<file path="config.mk">
export PLATFORM = sky130hd
export DESIGN_NAME = mdws_ram
export DESIGN_NICKNAME = d
export VERILOG_FILES = /design/src/rtl/mdws_ram.sv
export SDC_FILE = /design/constraint.sdc
export NUM_CORES = 2
export LEC_CHECK = 0
export BUFFER_PORTS_ARGS = -buffer_cell sky130_fd_sc_hd__buf_2
export CAP_MARGIN = 30
export CORE_ASPECT_RATIO = 1.1
export CORE_MARGIN = 2
export CORE_UTILIZATION = 46
export CTS_CLUSTER_SIZE = 30
export DETAILED_ROUTE_END_ITERATION = 8
export SYNTH_ARGS = -nofsm -noshare
export SYNTH_HDL_FRONTEND = slang
export SYNTH_SLANG_ARGS = --single-unit
</file>
<file path="constraint.sdc">
create_clock -name clk -period 6.2 [get_ports clk]
set_input_delay 0.31 -clock clk [delete_from_list [all_inputs] [get_ports clk]]
set_output_delay 0.31 -clock clk [all_outputs]
set_load 0.05 [all_outputs]
</file>
<file path="src/rtl/mdws_ram.sv">
`default_nettype none
// ----------------------------------------------------------------------------
// mdws_ram: generic simple dual-port RAM
// One write port and one read port, read data registered (old data on a
// same-address read and write).
// ----------------------------------------------------------------------------
module mdws_ram #(
  parameter int WIDTH = 8,
  parameter int DEPTH = 256
) (
  input  logic                     clk,
  input  logic                     we,
  input  logic [$clog2(DEPTH)-1:0] waddr,
  input  logic [WIDTH-1:0]         wdata,
  input  logic [$clog2(DEPTH)-1:0] raddr,
  output logic [WIDTH-1:0]         rdata
);

  logic [WIDTH-1:0] mem [DEPTH];

  always_ff @(posedge clk) begin
    if (we) begin
      mem[waddr] <= wdata;
    end
    rdata <= mem[raddr];
  end

endmodule
`default_nettype wire

</file>
==> results.cfg <==
[logic_synthesis]
syn_inst = 3733
synth.distinct_cells = 55
seq_area_frac_synth = 0.775
ys_ff_latch = 2056
post_synth.cell_area_avg_sq_um = 21.3
async_flop_share = 0
yosys_warnings = 0
syn-num-nets = 3759
synth_edf_count = 2048
synth_area_sq_mm = 0.0796
synth-main-ff-cell = edfxtp_1

[timing]
slew_headroom = 0.148
rsz0062_at_grt = false
drv_slew = 0
setup-violations-final = 0
setup_tns_ps = 0
fin_crit_sh = 0.520
hold_viol = 0
min_period_ps = 3230
max_freq_mhz = 310
tightest_slew_ps = 1280
skew_ps = 50.6

[finish]
drive_gt1_frac = 0.228
final_cell_mix = edfxtp_1, mux4_2, nor2_1, clkbuf_16, mux2i_1
layout.nets = 3886
stdcell_area_sq_mm = 0.0888
multi_input_area_sq_mm = 0.0165
synthToLayoutAreaGrowth_pct = 11.7
final_common_cell = edfxtp_1
fillers = 13400
instances_no_fill = 6302
regArea_sq_mm = 0.0617

[min_path]
hold_depth = 1
worstHoldPathType = in -> reg

[clock_network]
cts_tree = yes
clkSinkCount = 2056
ctsHtreeMaxLevel = 4
cts_buffers = 199
cts_root_buffer = clkbuf_16
clk_path_buf_depth = 3
clk_latency_ps = 860
hold_buffers = 6
path_clk_slew_ps = 60
cts_resized = 0
post-cts-setup-buffers = 0

[detailed_routing]
drt_iter0_drc = 4041
dr.pass1.iters = 5
drc = 0
wl_per_cell_um = 31.2
antenna_left = 0
viasPerCell = 6.09
routed_wl_mm = 197
routed-via-count = 38300

[setup_path]
crit_chain = buf_8, buf_4, buf_4, mux4_2, o22a_1, o21ai_0, a2111oi_1, nor3_1, nor4_1
crit_path_start_kind = primary input
arrival_ps = 3900
crit_path_end_kind = register
path_max_fanout = 76
r2r_cells = 7
crit_type = in -> reg
slowest_delay_ps = 750
required_ps = 6870
crit_slowest_cell = nor3_1
crit_top_cell = buf_4

[pwr]
leakagePower_nw = 27.2
power_density_mw_per_mm2 = 321
vdd_ir_drop_max_mv = 0.319

[die]
rows = 160
io_pins = 34
die_w_um = 401
core_region_area_sq_mm = 0.172
die_area_sq_mm = 0.176
initial_utilization = 0.462
die-height_um = 440

[place]
dpl.hpwl_mm = 118
dpl.cell_count = 5914
post_dp_cell_area_sq_mm = 0.0824
port_buffers = 33
gp_congestion = 0.811

[global_routing]
antenna_found_initial = 16
grt_max_degree = 180
overflow = 0
track_usage = 0.224
grt_pass1_wl_mm = 284
grt_pass1_vias = 38800

[run]
cap_violations = 0

[run_status]
status = completed
-- where the power goes --
part	internal (W)	switching [W]
sequential	0.0153	0.0000331
combinational	0.000462	0.000927
clock	0.00656	0.00519
total	0.0223	0.00615
-- metrics by stage --
| step | util | power [W] | hold WS [ps] | setup slack [ps] |
|---|---|---|---|---|
| 6_report | 0.515 | 0.0285 | 59.7 | 2970 |
| 5_1_grt | 0.515 | 0.0292 | 93.5 | 2900 |
| 4_1_cts | 0.515 | 0.0287 | 57.7 | 3060 |
| 3_5_place_dp | 0.478 | 0.0171 | 785 | 2160 |
| 3_3_place_gp | 0.476 | 0.0170 | 778 | 1430 |
| 2_1_floorplan | - | 0.0164 | 409 | 3950 |
-- worst paths after layout --
path,startpoint,endpoint,slack (ps)
max,raddr[1],rdata[1],2970
max reg2reg,mem[101][7],rdata[7],3480
min,wdata[6],mem[240][6],60
min reg2reg,mem[60][2],rdata[2],1040
-- cell families (layout without fill, tap and decap cells) --
| kind of cell | count (synthesis) | count (layout) | share of synthesized area |
|---|---|---|---|
| and+or+nand+nor | 466 | 466 | 0.0263 |
| other | 0 | 6 | 0 |
| buffers and inverters | 235 | 530 | 0.0183 |
| DFF | 2056 | 2056 | 0.775 |
| AOI/OAI and AO/OA | 385 | 385 | 0.0342 |
| muxes | 591 | 591 | 0.146 |
-- registers in the layout, indices dropped and copies added, names as in the netlist --
register,flops
rdata,8
mem,2048
-- Yosys cell counts, types with 2 or more instances --
library cell     n  area share
buf_1           22      0.0010
a311oi_1         2     0.00022
a221oi_1        13      0.0014
nand3b_1         2     0.00019
nand2_1         33      0.0016
and3b_1          2     0.00022
nor4_1          24      0.0019
and2_1           6     0.00047
a2111oi_1        2     0.00025
mux4_2         454        0.13
buf_4           27      0.0025
buf_12           8      0.0020
mux4_1           2     0.00066
o211ai_1        10     0.00094
o21ai_1          2     0.00013
a211oi_1        16      0.0015
nand4_1         10     0.00079
buf_6           21      0.0030
nor2_1         282       0.013
dfxtp_1          8      0.0020
o21ai_0         10     0.00063
o32ai_1          4     0.00044
o22ai_1         28      0.0022
a22o_1           8     0.00088
nand2b_1         8     0.00063
nand3_1         34      0.0021
clkbuf_1       111      0.0052
a21oi_1         96      0.0060
edfxtp_1      2048        0.77
nor4_2           3     0.00047
buf_2           31      0.0020
or2_2            4     0.00031
a22oi_1        133       0.013
buf_8           13      0.0025
nor2b_1         31      0.0024
a31oi_1          2     0.00016
mux2i_1        134       0.017
o221ai_1        46      0.0051
o22a_1           5     0.00055
a2111oi_0        2     0.00022
nor3_1          22      0.0014
-- critical path: cells and delay by family --
family                 cells  cell delay (ps)
buffers and inverters      3             1560
muxes                      1              340
AOI/OAI and AO/OA          3              570
and+or+nand+nor            2              880
-- cell type report --
class / count / area share
clock buffers: 253 / 0.0601
flip-flops and latches: 2056 / 0.694
inverters: 2 / 0.0000845
multi-input cells: 1442 / 0.186
well taps: 2268 / 0.0319
clock inverters: 116 / 0.0108
repair buffers: 159 / 0.0166
diodes: 6 / 0.000169
-- layer usage --
layer,vias up,track usage,routed length (um),share of wire
met5,-,0,37,0.00019
met4,6,0.0706,5640,0.029
met3,290,0.0369,14600,0.074
met2,1545,0.366,96600,0.49
met1,20500,0.311,79700,0.41
li1,16000,-,-,-
Note: power is estimated with default switching activity, not from simulation.
